<file path="src/hw/rtl/assert_macros.svh">
// assertion macros used by the top-level rtl file
// no dependencies; expects clk and arst_n in the including scope
`ifndef ASSERT_MACROS_SVH
`define ASSERT_MACROS_SVH

// same-cycle implication, disabled during reset
`define KWRM_ASSERT_IMPL(label, ante, cons, msg) \
	label: assert property (@(posedge clk) disable iff (!arst_n) (ante) |-> (cons)) \
		else $error(msg);

// next-cycle implication, disabled during reset
`define KWRM_ASSERT_NEXT(label, ante, cons, msg) \
	label: assert property (@(posedge clk) disable iff (!arst_n) (ante) |=> (cons)) \
		else $error(msg);

`endif

</file>
<file path="src/hw/rtl/kwrm_pkg.sv">
// shared constants, types and key extraction for the k-way record merger
// no dependencies
package kwrm_pkg;

	localparam int Ways        = 8;
	localparam int WayW        = 3;
	localparam int RecordBytes = 8;
	localparam int RecW        = 64;
	localparam int ActW        = 4;
	localparam int OffW        = 3;
	localparam int KeyBytesW   = 4;
	localparam int CfgIdxW     = 2;
	localparam int CfgDataW    = 4;
	localparam int CntW        = 4;

	localparam logic [CfgIdxW-1:0] CfgActiveWays = 2'd0;
	localparam logic [CfgIdxW-1:0] CfgKeyOffset  = 2'd1;
	localparam logic [CfgIdxW-1:0] CfgKeyBytes   = 2'd2;

	localparam logic [ActW-1:0]      ActiveReset   = 4'd8;
	localparam logic [OffW-1:0]      OffsetReset   = 3'd0;
	localparam logic [KeyBytesW-1:0] KeyBytesReset = 4'd8;
	localparam logic [KeyBytesW-1:0] KeyBytesMax   = 4'd8;
	localparam logic [CntW-1:0]      MaxEmits      = CntW'(Ways);

	localparam logic [RecW-1:0] RecMask = (RecordBytes >= 8) ? {RecW{1'b1}} :
		((RecW'(1) << (8 * RecordBytes)) - RecW'(1));

	typedef struct packed {
		logic             in_ready;
		logic             accept;
		logic             store;
		logic             scan_clear;
		logic             rd_en;
		logic [WayW-1:0]  rd_addr;
		logic             take_best;
		logic             push_pend;
		logic             push_rej;
		logic             burst_end;
	} cmd_t;

	typedef struct packed {
		logic             reject;
		logic             go_ready;
		logic             all_retired;
		logic [WayW-1:0]  last_way;
		logic             out_free;
	} stat_t;

	// little-endian key of kb bytes at byte offset off, unsigned
	function automatic logic [RecW-1:0] key_of(input logic [RecW-1:0] rec,
			input logic [OffW-1:0] off, input logic [KeyBytesW-1:0] kb);
		logic [KeyBytesW-1:0] nb;
		logic [RecW-1:0]      sh;
		logic [RecW-1:0]      mask;
		nb = (kb > KeyBytesMax) ? KeyBytesMax : kb;
		sh = (rec & RecMask) >> {off, 3'b000};
		if (nb == KeyBytesMax) begin
			mask = {RecW{1'b1}};
		end else begin
			mask = (RecW'(1) << {nb, 3'b000}) - RecW'(1);
		end
		return sh & mask;
	endfunction

endpackage

</file>
<file path="src/hw/rtl/kwrm_datapath.sv">
// datapath: config registers, head memory, way flags, min-key scan, output register
// depends on kwrm_pkg
module kwrm_datapath (
	input  logic                          clk,
	input  logic                          arst_n,
	input  logic                          cfg_valid,
	output logic                          cfg_ready,
	input  logic [kwrm_pkg::CfgIdxW-1:0]  cfg_index,
	input  logic [kwrm_pkg::CfgDataW-1:0] cfg_data,
	input  logic [kwrm_pkg::RecW-1:0]     in_record,
	input  logic [kwrm_pkg::WayW-1:0]     in_way,
	input  logic                          in_last,
	output logic                          out_valid,
	input  logic                          out_ready,
	output logic [kwrm_pkg::RecW-1:0]     out_record,   // merged_record
	output logic [kwrm_pkg::WayW+1:0]     out_user,     // source_way, burst_end, rejected
	output logic                          out_last,     // merge_done
	input  kwrm_pkg::cmd_t                cmd,
	output kwrm_pkg::stat_t               stat
);

	logic [kwrm_pkg::ActW-1:0]      active_q;
	logic [kwrm_pkg::OffW-1:0]      koff_q;
	logic [kwrm_pkg::KeyBytesW-1:0] kbytes_q;

	logic [kwrm_pkg::RecW-1:0] head_mem [kwrm_pkg::Ways];
	logic [kwrm_pkg::Ways-1:0] valid_q;
	logic [kwrm_pkg::Ways-1:0] final_q;
	logic [kwrm_pkg::Ways-1:0] retired_q;

	logic [kwrm_pkg::RecW-1:0] rd_data_s1;
	logic                      rd_en_s1;
	logic [kwrm_pkg::WayW-1:0] rd_idx_s1;

	logic                      any_q;
	logic [kwrm_pkg::WayW-1:0] best_q;
	logic [kwrm_pkg::RecW-1:0] best_key_q;
	logic [kwrm_pkg::RecW-1:0] best_rec_q;

	logic [kwrm_pkg::RecW-1:0] pend_rec_q;
	logic [kwrm_pkg::WayW-1:0] pend_way_q;
	logic [kwrm_pkg::WayW-1:0] in_way_q;

	logic                      out_valid_q;
	logic [kwrm_pkg::RecW-1:0] out_rec_q;
	logic [kwrm_pkg::WayW-1:0] out_way_q;
	logic                      out_done_q;
	logic                      out_bend_q;
	logic                      out_rej_q;

	logic [kwrm_pkg::ActW-1:0] n_eff;
	logic [kwrm_pkg::Ways-1:0] act;
	logic [kwrm_pkg::RecW-1:0] scan_key;

	assign cfg_ready = 1'b1;

	always_ff @(posedge clk or negedge arst_n) begin
		if (!arst_n) begin
			active_q <= kwrm_pkg::ActiveReset;
			koff_q   <= kwrm_pkg::OffsetReset;
			kbytes_q <= kwrm_pkg::KeyBytesReset;
		end else if (cfg_valid) begin
			case (cfg_index)
				kwrm_pkg::CfgActiveWays: active_q <= cfg_data;
				kwrm_pkg::CfgKeyOffset:  koff_q   <= cfg_data[kwrm_pkg::OffW-1:0];
				kwrm_pkg::CfgKeyBytes:   kbytes_q <= cfg_data;
				default: ;
			endcase
		end
	end

	// effective way count and active mask
	always_comb begin
		if (active_q == '0) begin
			n_eff = kwrm_pkg::ActW'(1);
		end else if (active_q > kwrm_pkg::ActW'(kwrm_pkg::Ways)) begin
			n_eff = kwrm_pkg::ActW'(kwrm_pkg::Ways);
		end else begin
			n_eff = active_q;
		end
		for (int i = 0; i < kwrm_pkg::Ways; i++) begin
			act[i] = kwrm_pkg::ActW'(i) < n_eff;
		end
	end

	always_comb begin
		stat.reject      = ({1'b0, in_way} >= n_eff) || valid_q[in_way] || retired_q[in_way];
		stat.all_retired = ~|(act & ~retired_q);
		stat.go_ready    = (&(retired_q | valid_q | ~act)) && !stat.all_retired;
		stat.last_way    = kwrm_pkg::WayW'(n_eff - kwrm_pkg::ActW'(1));
		stat.out_free    = !out_valid_q || out_ready;
	end

	// head memory: one write port, one registered read port
	always_ff @(posedge clk) begin
		if (cmd.store) begin
			head_mem[in_way] <= in_record & kwrm_pkg::RecMask;
		end
		if (cmd.rd_en) begin
			rd_data_s1 <= head_mem[cmd.rd_addr];
		end
	end

	always_ff @(posedge clk or negedge arst_n) begin
		if (!arst_n) begin
			valid_q   <= '0;
			final_q   <= '0;
			retired_q <= '0;
		end else if (cmd.store) begin
			valid_q[in_way] <= 1'b1;
			final_q[in_way] <= in_last;
		end else if (cmd.take_best) begin
			valid_q[best_q] <= 1'b0;
			if (final_q[best_q]) begin
				retired_q[best_q] <= 1'b1;
				final_q[best_q]   <= 1'b0;
			end
		end
	end

	assign scan_key = kwrm_pkg::key_of(rd_data_s1, koff_q, kbytes_q);

	always_ff @(posedge clk or negedge arst_n) begin
		if (!arst_n) begin
			rd_en_s1 <= 1'b0;
			any_q    <= 1'b0;
		end else begin
			rd_en_s1 <= cmd.rd_en;
			if (cmd.scan_clear) begin
				any_q <= 1'b0;
			end else if (rd_en_s1 && !retired_q[rd_idx_s1] &&
					(!any_q || scan_key < best_key_q)) begin
				any_q <= 1'b1;
			end
		end
	end

	always_ff @(posedge clk) begin
		rd_idx_s1 <= cmd.rd_addr;
		if (rd_en_s1 && !cmd.scan_clear && !retired_q[rd_idx_s1] &&
				(!any_q || scan_key < best_key_q)) begin
			best_q     <= rd_idx_s1;
			best_key_q <= scan_key;
			best_rec_q <= rd_data_s1;
		end
		if (cmd.take_best) begin
			pend_rec_q <= best_rec_q;
			pend_way_q <= best_q;
		end
		if (cmd.accept) begin
			in_way_q <= in_way;
		end
	end

	// output register
	always_ff @(posedge clk or negedge arst_n) begin
		if (!arst_n) begin
			out_valid_q <= 1'b0;
		end else if (cmd.push_pend || cmd.push_rej) begin
			out_valid_q <= 1'b1;
		end else if (out_ready) begin
			out_valid_q <= 1'b0;
		end
	end

	always_ff @(posedge clk) begin
		if (cmd.push_pend) begin
			out_rec_q  <= pend_rec_q;
			out_way_q  <= pend_way_q;
			out_done_q <= stat.all_retired;
			out_bend_q <= cmd.burst_end;
			out_rej_q  <= 1'b0;
		end else if (cmd.push_rej) begin
			out_rec_q  <= '0;
			out_way_q  <= in_way_q;
			out_done_q <= 1'b0;
			out_bend_q <= 1'b1;
			out_rej_q  <= 1'b1;
		end
	end

	assign out_valid  = out_valid_q;
	assign out_record = out_rec_q;
	assign out_user   = {out_rej_q, out_bend_q, out_way_q};
	assign out_last   = out_done_q;

endmodule

</file>
<file path="src/hw/rtl/kwrm_ctrl.sv">
// controller: sequences accept, head scan, emit and result hand-off
// depends on kwrm_pkg
module kwrm_ctrl (
	input  logic            clk,
	input  logic            arst_n,
	input  logic            in_valid,
	input  kwrm_pkg::stat_t stat,
	output kwrm_pkg::cmd_t  cmd
);

	localparam logic [2:0] StIdle  = 3'd0;
	localparam logic [2:0] StRej   = 3'd1;
	localparam logic [2:0] StCheck = 3'd2;
	localparam logic [2:0] StScan  = 3'd3;
	localparam logic [2:0] StDrain = 3'd4;
	localparam logic [2:0] StEmit  = 3'd5;

	logic [2:0]                state_q;
	logic [2:0]                state_d;
	logic [kwrm_pkg::WayW-1:0] scan_q;
	logic [kwrm_pkg::CntW-1:0] count_q;
	logic                      pend_q;
	logic                      go;

	assign go = stat.go_ready && (count_q != kwrm_pkg::MaxEmits);

	always_comb begin
		cmd            = '0;
		cmd.rd_addr    = scan_q;
		state_d        = state_q;
		case (state_q)
			StIdle: begin
				cmd.in_ready = 1'b1;
				cmd.accept   = in_valid;
				if (in_valid) begin
					cmd.store = !stat.reject;
					state_d   = stat.reject ? StRej : StCheck;
				end
			end
			StRej: begin
				if (stat.out_free) begin
					cmd.push_rej = 1'b1;
					state_d      = StIdle;
				end
			end
			StCheck: begin
				if (!pend_q || stat.out_free) begin
					cmd.push_pend  = pend_q;
					cmd.burst_end  = !go;
					cmd.scan_clear = go;
					state_d        = go ? StScan : StIdle;
				end
			end
			StScan: begin
				cmd.rd_en = 1'b1;
				if (scan_q == stat.last_way) begin
					state_d = StDrain;
				end
			end
			StDrain: begin
				state_d = StEmit;
			end
			StEmit: begin
				cmd.take_best = 1'b1;
				state_d       = StCheck;
			end
			default: begin
				state_d = StIdle;
			end
		endcase
	end

	always_ff @(posedge clk or negedge arst_n) begin
		if (!arst_n) begin
			state_q <= StIdle;
			scan_q  <= '0;
			count_q <= '0;
			pend_q  <= 1'b0;
		end else begin
			state_q <= state_d;
			if (cmd.scan_clear) begin
				scan_q <= '0;
			end else if (cmd.rd_en) begin
				scan_q <= scan_q + kwrm_pkg::WayW'(1);
			end
			if (cmd.accept) begin
				count_q <= '0;
			end else if (cmd.take_best) begin
				count_q <= count_q + kwrm_pkg::CntW'(1);
			end
			if (cmd.take_best) begin
				pend_q <= 1'b1;
			end else if (cmd.push_pend) begin
				pend_q <= 1'b0;
			end
		end
	end

endmodule

</file>
<file path="src/hw/rtl/k_way_record_merger.sv">
// rejected item: held in a reject state until the output register is free, then its result is loaded there
// accepted item: each emitted record is chosen by a scan over the n effective active ways
// of the head memory, one way per cycle through its registered read port
// an item causes up to eight results; the next item is taken once its burst is handed off
// reset (arst_n low, asynchronous): flags, control and config to defaults; head memory kept
// top level of the k-way record merger; depends on kwrm_pkg, kwrm_ctrl, kwrm_datapath, assert_macros.svh
`include "assert_macros.svh"
module k_way_record_merger (
	input  logic                          clk,
	input  logic                          arst_n,
	input  logic                          s_axis_tvalid,
	output logic                          s_axis_tready,
	input  logic [kwrm_pkg::RecW-1:0]     s_axis_tdata,   // record
	input  logic [kwrm_pkg::WayW-1:0]     s_axis_tuser,   // way
	input  logic                          s_axis_tlast,   // last_of_way
	output logic                          m_axis_tvalid,
	input  logic                          m_axis_tready,
	output logic [kwrm_pkg::RecW-1:0]     m_axis_tdata,   // merged_record
	output logic [kwrm_pkg::WayW+1:0]     m_axis_tuser,   // source_way, burst_end, rejected
	output logic                          m_axis_tlast,   // merge_done
	input  logic                          cfg_valid,
	output logic                          cfg_ready,
	input  logic [kwrm_pkg::CfgIdxW-1:0]  cfg_index,
	input  logic [kwrm_pkg::CfgDataW-1:0] cfg_data
);

	kwrm_pkg::cmd_t  cmd;
	kwrm_pkg::stat_t stat;

	kwrm_ctrl u_ctrl (
		.clk      (clk),
		.arst_n   (arst_n),
		.in_valid (s_axis_tvalid),
		.stat     (stat),
		.cmd      (cmd)
	);

	kwrm_datapath u_dp (
		.clk        (clk),
		.arst_n     (arst_n),
		.cfg_valid  (cfg_valid),
		.cfg_ready  (cfg_ready),
		.cfg_index  (cfg_index),
		.cfg_data   (cfg_data),
		.in_record  (s_axis_tdata),
		.in_way     (s_axis_tuser),
		.in_last    (s_axis_tlast),
		.out_valid  (m_axis_tvalid),
		.out_ready  (m_axis_tready),
		.out_record (m_axis_tdata),
		.out_user   (m_axis_tuser),
		.out_last   (m_axis_tlast),
		.cmd        (cmd),
		.stat       (stat)
	);

	assign s_axis_tready = cmd.in_ready;

	`KWRM_ASSERT_IMPL(a_store_not_rejected, cmd.store, !stat.reject, "store of a rejected item")
	`KWRM_ASSERT_IMPL(a_done_ends_burst, m_axis_tvalid && m_axis_tlast, m_axis_tuser[3] && !m_axis_tuser[4], "merge done without burst end")
	`KWRM_ASSERT_IMPL(a_push_needs_room, cmd.push_pend || cmd.push_rej, stat.out_free, "result pushed into a full output register")
	`KWRM_ASSERT_NEXT(a_emit_then_check, cmd.take_best, !s_axis_tready, "input taken right after an emit")

endmodule
</file>
<file path="config.mk">
export PLATFORM = sky130hd
export DESIGN_NAME = k_way_record_merger
export DESIGN_NICKNAME = d
export VERILOG_FILES = /design/src/hw/rtl/kwrm_pkg.sv /design/src/hw/rtl/kwrm_datapath.sv /design/src/hw/rtl/kwrm_ctrl.sv /design/src/hw/rtl/k_way_record_merger.sv
export VERILOG_INCLUDE_DIRS = /design/src /design/src/hw/rtl
export SDC_FILE = /design/constraint.sdc
export NUM_CORES = 1
export LEC_CHECK = 0
export BUFFER_PORTS_ARGS = -buffer_cell sky130_fd_sc_hd__buf_4
export CAP_MARGIN = 40
export CORE_MARGIN = 5
export CORE_UTILIZATION = 35
export DETAILED_ROUTE_END_ITERATION = 7
export PLACE_DENSITY = 0.59
export SLEW_MARGIN = 20
export SYNTH_ARGS = -nofsm -noshare
export SYNTH_HDL_FRONTEND = slang
export SYNTH_SLANG_ARGS = --single-unit
</file>
<file path="constraint.sdc">
create_clock -name clk -period 13.2 [get_ports clk]
set_clock_uncertainty 0.05 [all_clocks]
set_input_delay 1.98 -clock clk [delete_from_list [all_inputs] [get_ports clk]]
set_output_delay 1.98 -clock clk [all_outputs]
set_load 0.02 [all_outputs]
</file>
## Word level (Yosys, flattened, before mapping)

Memories as Yosys holds them, arrays and structs flattened. A register that Yosys moved wholly into a read port is not among the register bits.
Index checks and enable logic that the tools add are counted.

| storage, ports and cells | value |
|---|---|
| register bits | 323 |
| memory bits (writable) | 512 |
| input bits | 79 |
| output and inout port bits | 73 |
| word-level logic and storage cells | 178 |
| memories kept | 1 |

Memories:

| memory | depth | width | read ports | clocked after Yosys merged registers in | wr ports | line | source |
|---|---|---|---|---|---|---|---|
| u_dp.head_mem | 8 | 64 | 1 | 1 | 1 | kwrm_datapath.sv:26 | `logic [kwrm_pkg::RecW-1:0] head_mem [kwrm_pkg::Ways];` |

| operators by class | value |
|---|---|
| add/subtract/negate cells | 4 |
| order comparisons | 17 |
| equality and inequality tests | 14 |
| shift operators | 2 |
| muxes and demuxes | 61 |
| bitwise gates (word level) | 12 |
| reductions and logical operators | 42 |

Operator list:

| kind | number |
|---|---|
| $mux 64 | 3 |
| $and 64x64->64 | 1 |
| $lt 64x64->1 | 1 |
| $shl 1x7->64 const A | 1 |
| $shr 64x6->64 | 1 |
| $sub 64x2->64 const B | 1 |
| $mux 8 | 5 |
| $or 8x8->8 | 4 |
| $mux 1 | 29 |
| $mux 3 | 9 |
| $and 8x8->8 | 3 |
| $not 8->8 | 3 |
| $mux 4 | 5 |
| $pmux 3 s6 | 1 |
| $lt 3x4->1 const A | 4 |
| $reduce_bool 2->1 | 8 |
| $bmux 1 s3 | 4 |
| $lt 3x4->1 const B | 3 |
| $logic_and 1x1->1 | 9 |
| $bwmux 8 | 1 |
| $gt 4x4->1 const B | 2 |
| $logic_not 1->1 | 8 |
| $lt 1x4->1 const A | 2 |
| $lt 2x4->1 const A | 2 |
| other kinds (27) | 42 |

## Depth between registers and ports, before layout

| logic depth | value |
|---|---|
| depth after elaboration | 15 |
| mapped depth | 16 |
| depth with buffers taken out | 15 |

## Hierarchy

A second synthesis with hierarchy kept.

| unflattened totals | value |
|---|---|
| cells, all modules | 1926 |
| area total of the unflattened synthesis | 36130.9 µm² |

By module, submodules not included:

| module | instances | cells each | area an instance (µm²) | sequential area each (µm²) |
|---|---|---|---|---|
| kwrm_datapath | 1 | 1840 | 35396.4 | 26437.9 |
| kwrm_ctrl | 1 | 86 | 734.5 | 275.3 |

## Least setup slack after synthesis

OpenSTA, ideal clock, no wires.

| timing path | value |
|---|---|
| kind | input-to-reg |
| start point | input s_axis_tuser[0] (netlist bit) |
| end point | memory u_dp.head_mem[5][0] (netlist bit), enable pin |
| library setup time | 654 ps |
| arrival | 9574 ps |
| required time | 12496 ps |
| setup slack | 2922 ps |
| stages on the path | 8 |
| buffers on the path | 1 |
| path through | clkbuf_1 > inv_1 > ha_1 > nand2b_1 > a21o_1 > a21oi_1 > o2111ai_1 > nor4_1 |

| on the way | value |
|---|---|
| cells in the longest elaborated chain, start to end | 9 |

RTL lines:

| element | line | source |
|---|---|---|
| start: declaration | k_way_record_merger.sv:14 | `input logic [kwrm_pkg::WayW-1:0] s_axis_tuser,` |
| $bmux 1 s3 | kwrm_datapath.sv:87 | `stat.reject = ({1'b0, in_way} >= n_eff) \|\| valid_q[in_way] \|\| retired_q[in_way];` |
| $mux 1 (implied by the code) | kwrm_datapath.sv:87 |  |
| $logic_or 1x1->1 (2 in series) | kwrm_datapath.sv:87 |  |
| $logic_not 1->1 | kwrm_ctrl.sv:36 | `cmd.store = !stat.reject;` |
| $mux 1 | kwrm_ctrl.sv:35 | `if (in_valid) begin` |
| $mux 3 | kwrm_ctrl.sv:31 | `case (state_q)` |
| $mux 1 | kwrm_datapath.sv:96 | `if (cmd.store) begin` |
| $mux 1 (implied by the code) | kwrm_datapath.sv:97 | `head_mem[in_way] <= in_record & kwrm_pkg::RecMask;` |
| end: declaration | kwrm_datapath.sv:26 |  |

Several ways; a longest one is shown, not always the timed one. The select of a mux whose other input is x is not followed.

## Worst setup path in the final report

| timing path | value |
|---|---|
| start point | register u_dp.koff_q[1] (netlist bit) |
| end point | register u_dp.best_q[1] (netlist bit), enable pin |

| on the way | value |
|---|---|
| cells in the longest elaborated chain, start to end | 5 |

RTL lines:

| element | line | source |
|---|---|---|
| start: declaration | kwrm_datapath.sv:23 | `logic [kwrm_pkg::OffW-1:0] koff_q;` |
| start signal: assignment | kwrm_datapath.sv:60 | `koff_q <= kwrm_pkg::OffsetReset;` |
| start signal: assignment | kwrm_datapath.sv:65 | `kwrm_pkg::CfgKeyOffset: koff_q <= cfg_data[kwrm_pkg::OffW-1:0];` |
| $shr 64x6->64 | kwrm_pkg.sv:57 | `sh = (rec & RecMask) >> {off, 3'b000};` |
| $and 64x64->64 | kwrm_pkg.sv:63 | `return sh & mask;` |
| named net u_dp.scan_key, one bit | kwrm_datapath.sv:53 | `logic [kwrm_pkg::RecW-1:0] scan_key;` |
| $lt 64x64->1 | kwrm_datapath.sv:141 | `(!any_q \|\| scan_key < best_key_q)) begin` |
| $logic_or 1x1->1 | kwrm_datapath.sv:141 |  |
| $logic_and 1x1->1 | kwrm_datapath.sv:140 | `if (rd_en_s1 && !cmd.scan_clear && !retired_q[rd_idx_s1] &&` |
| end signal: assignment | kwrm_datapath.sv:142 | `best_q <= rd_idx_s1;` |
| end: declaration | kwrm_datapath.sv:36 | `logic [kwrm_pkg::WayW-1:0] best_q;` |

The timed path passes the listed nets, and every way through them passes these cells.
A chain may end at the register's enable or synchronous reset.

==> qor.csv <==
metric,value,unit
placer congestion estimate,0.868,
launching element type of the critical path,flip-flop,
worst setup slack before clock tree synthesis,7.28,ns
synthesized netlist net count,2119,
number of buffers on the longest clock path,3,
antenna violations before repair,19,
net count reported at finish,2317,
Final WS setup,7.57,ns
hold bufs inserted after CTS,0,
area of the die,110000,um^2
WL final,86.7,mm
Netlist cell types,76,
post-cts repair resize count,0,
CP Class,flip-flop to flip-flop,
netlist area before placement,36100,um^2
height of the chip,331,um
most numerous cell types in the synthesized netlist,"edfxtp_1, mux4_2, nor2_1",
Final period util,42.7,%
transition time at the pin with the least slew margin,0.901,ns
final setup violating endpoints,0,
peak per-stage delay on the critical path,0.54,ns
critical path endpoint category,flip-flop,
cell depth of the worst min-delay path,0,
power per cell area,196,nW/um^2
min-delay src,u_dp.best_rec_q[25]$_DFFE_PP_,
average wire per cell in the routed design,24.0,um
vias after detailed routing,18300,
# IOs,152,
Horiz. Die Dim,331,um
Critical-path top delay cell,a2111o_1,
global route overflow,0,
global router's overall resource usage,15.4,%
Clock transition at path regs,0.06,ns
vias per inst,5.06,
fraction of layout instances using a drive strength above 1,26.2,%
Layout Area Growth over Synthesis,17.4,%
peak supply drop,0.161,mV
count of antenna-violating nets left after detailed routing,0,
worst setup slack for register-to-register paths,7.57,ns
number of DRC markers in iteration 0,1719,
proportion of netlist area held by the largest area contributor,70.3,%
cell types occupying the most area after synthesis,"edfxtp_1, mux4_2, dfrtp_1, mux2_2, ha_1",
Post CTS Setup Buffer Count,0,
prevailing post-synth register cell,edfxtp_1,
"Min Clock Period, post-route",5.63,ns
total number of clock tree sinks,899,
cell at the root of the clock tree,clkbuf_16,
Port-buffer cells,150,
Power Total,8.33,mW
critical path peak fanout,61,
Worst Hold Path EP,u_dp.pend_rec_q[25]$_DFFE_PP_,
clock buffer count from CTS,92,
source-to-sink clock delay at the later pin of the worst-skew pair,0.66,ns
slew margin rel.,40.0,%
RSZ-0062 raised after global routing,no,
vias in the first global route,18700,
result of the run,"complete, no violations",
Final Hold Fails,0,
wire length of the first global-routing pass,127,mm
launching instance or port of the critical path,u_dp.koff_q[1]$_DFFE_PN0P_,
highest achievable clock rate,177,MHz
fraction of registers with async set/reset,5.45,%
data arrival time of the critical path,5.86,ns
initial core utilization,35.4,%
Synth Warn #,0,
drc violations,0,
number of levels in the clock H-tree,3,
number of iterations in the first detailed-routing pass,5,
floorplan row count,117,
detailed placer's ending HPWL,56.0,mm
Hold/Removal Path Class,flip-flop to flip-flop,
Worst R2R Path Depth,15,
fin. max-slew vios,0,
Worst R2R Start,u_dp.koff_q[1]$_DFFE_PN0P_,
max-capacitance violation count,0,
required time reported for the critical path endpoint,13.42,ns
Std-Cell Core Area,102000,um^2
proportion of synthesized chip area in sequential cells,73.9,%
library cell with the largest summed area after synthesis,edfxtp_1,
post-synthesis sequential element count,899,
cell chain of the critical path,buf_4 > inv_2 > nor2_1 > a21oi_1 > or2_0 > a21oi_1 > ha_1 > a21o_1 > a21o_1 > a211oi_1 > o31ai_1 > a2111o_1 > a41oi_4 > buf_8 > buf_4,
CTS tree,done,
Setup TNS,0,ns
Mean Syn Cell Area,18.4,um^2
maximum number of pins on one net before global-route repair,101,
Lkg Pwr,14.6,nW
end of the worst register-to-register path,u_dp.best_q[1]$_DFFE_PP_,
count of flip-flops with a built-in enable after synthesis,846,
number of instances in the synthesized netlist,1967,
library cell with the highest instance count after synthesis,edfxtp_1,
==> where the power goes <==
group          switching [mW]  total [mW]  internal, mW
Combinational            1.01        1.89         0.885
Clock                    1.07        2.68          1.61
Sequential              0.254        3.76          3.51
==> area by class of cell <==
class	count	area (um^2)
multi-input combinational	894	8810
fill	9048	59800
tap	1368	1710
antenna	5	12.5
sequential	899	26700
timing repair buffer	193	1720
clock buffer	114	2450
inverter	85	320
clock inverter	54	669
==> cell usage in the layout (no fill, tap or decap), drive strengths merged, types with 9 or more instances in the layout <==
cell type,Yosys,final
bufinv,0,15
inv,83,87
clkinv,2,35
ha,73,73
o21ai,30,30
edfxtp,846,846
dfrtp,47,47
nor3,13,13
mux2i,44,44
a22oi,9,9
mux4,147,147
clkbuf,57,114
mux2,88,88
nand3,16,16
nand4,17,17
nor2b,14,14
and2,76,76
a211oi,9,9
a21oi,53,53
nand2,81,81
nor2,94,94
buf,32,192
==> metal layers <==
layer | global-route usage (%) | part of all wire [%]
met5 | 0 | 0.16
met1 | 21.3 | 44
met4 | 4.43 | 2.1
met2 | 25.0 | 48
met3 | 3.23 | 5.9
==> cell families (layout without fill, tap and decap cells) <==
logic type / Yosys count / count (layout) / share of synthesized area, %
multiplexers: 279 / 279 / 13.1
XOR/XNOR: 11 / 11 / 0.267
AO/OA/AOI/OAI: 174 / 174 / 3.24
other: 1 / 6 / 0.0104
AND/OR/NAND/NOR: 355 / 355 / 4.98
buffers and inverters: 174 / 446 / 1.91
flip-flops: 899 / 899 / 73.9
adder cells (fa/ha/maj): 74 / 74 / 2.55
==> worst max path at each step <==
stage | endpoint | cells past startpoint
2_1_floorplan | u_dp.head_mem[5][0]$_DFFE_PP_ | 8
6_report | u_dp.best_q[1]$_DFFE_PP_ | 15
4_1_cts | u_dp.best_rec_q[52]$_DFFE_PP_ | 15
3_3_place_gp | u_dp.best_rec_q[39]$_DFFE_PP_ | 14
3_5_place_dp | u_dp.best_rec_q[35]$_DFFE_PP_ | 15
5_1_grt | u_dp.best_q[2]$_DFFE_PP_ | 15
==> sequential cells by signal, indices dropped and copies added (netlist names), 3 cells and up <==
name,cells
u_dp.retired_q,8
u_dp.in_way_q,3
u_dp.best_key_q,64
u_dp.rd_data_s1,64
u_dp.best_q,3
u_dp.pend_rec_q,64
u_dp.rd_idx_s1,3
u_dp.pend_way_q,3
u_dp.head_mem,512
u_dp.valid_q,8
u_dp.best_rec_q,64
u_dp.koff_q,3
u_ctrl.count_q,4
u_dp.final_q,8
u_dp.out_record,64
u_ctrl.scan_q,3
u_dp.active_q,4
u_ctrl.state_q,3
u_dp.kbytes_q,4
u_dp.out_way_q,3
==> per-stage QoR <==
stage / instances / hold WS, ns / util (%) / area (um^2)
6_report: 3612 / 0.366 / 41.5 / 42400
5_1_grt: 3607 / 0.366 / 41.5 / 42400
4_1_cts: 3602 / 0.366 / 41.4 / 42300
3_5_place_dp: 3434 / 0.355 / 38.4 / 39200
3_3_place_gp: 3419 / 0.352 / 38.1 / 38900
2_1_floorplan: 1967 / 0.322 / - / 36100
==> critical path, delay by kind of cell, from the launching register on <==
| family | cells | cell delay (ns) |
|---|---|---|
| flops | 1 | 0.34 |
| buf+inv | 4 | 1.56 |
| fa+ha+maj | 1 | 0.28 |
| simple gates | 2 | 0.75 |
| compound gates | 8 | 2.22 |
Note: power is estimated with default switching activity, not from simulation.
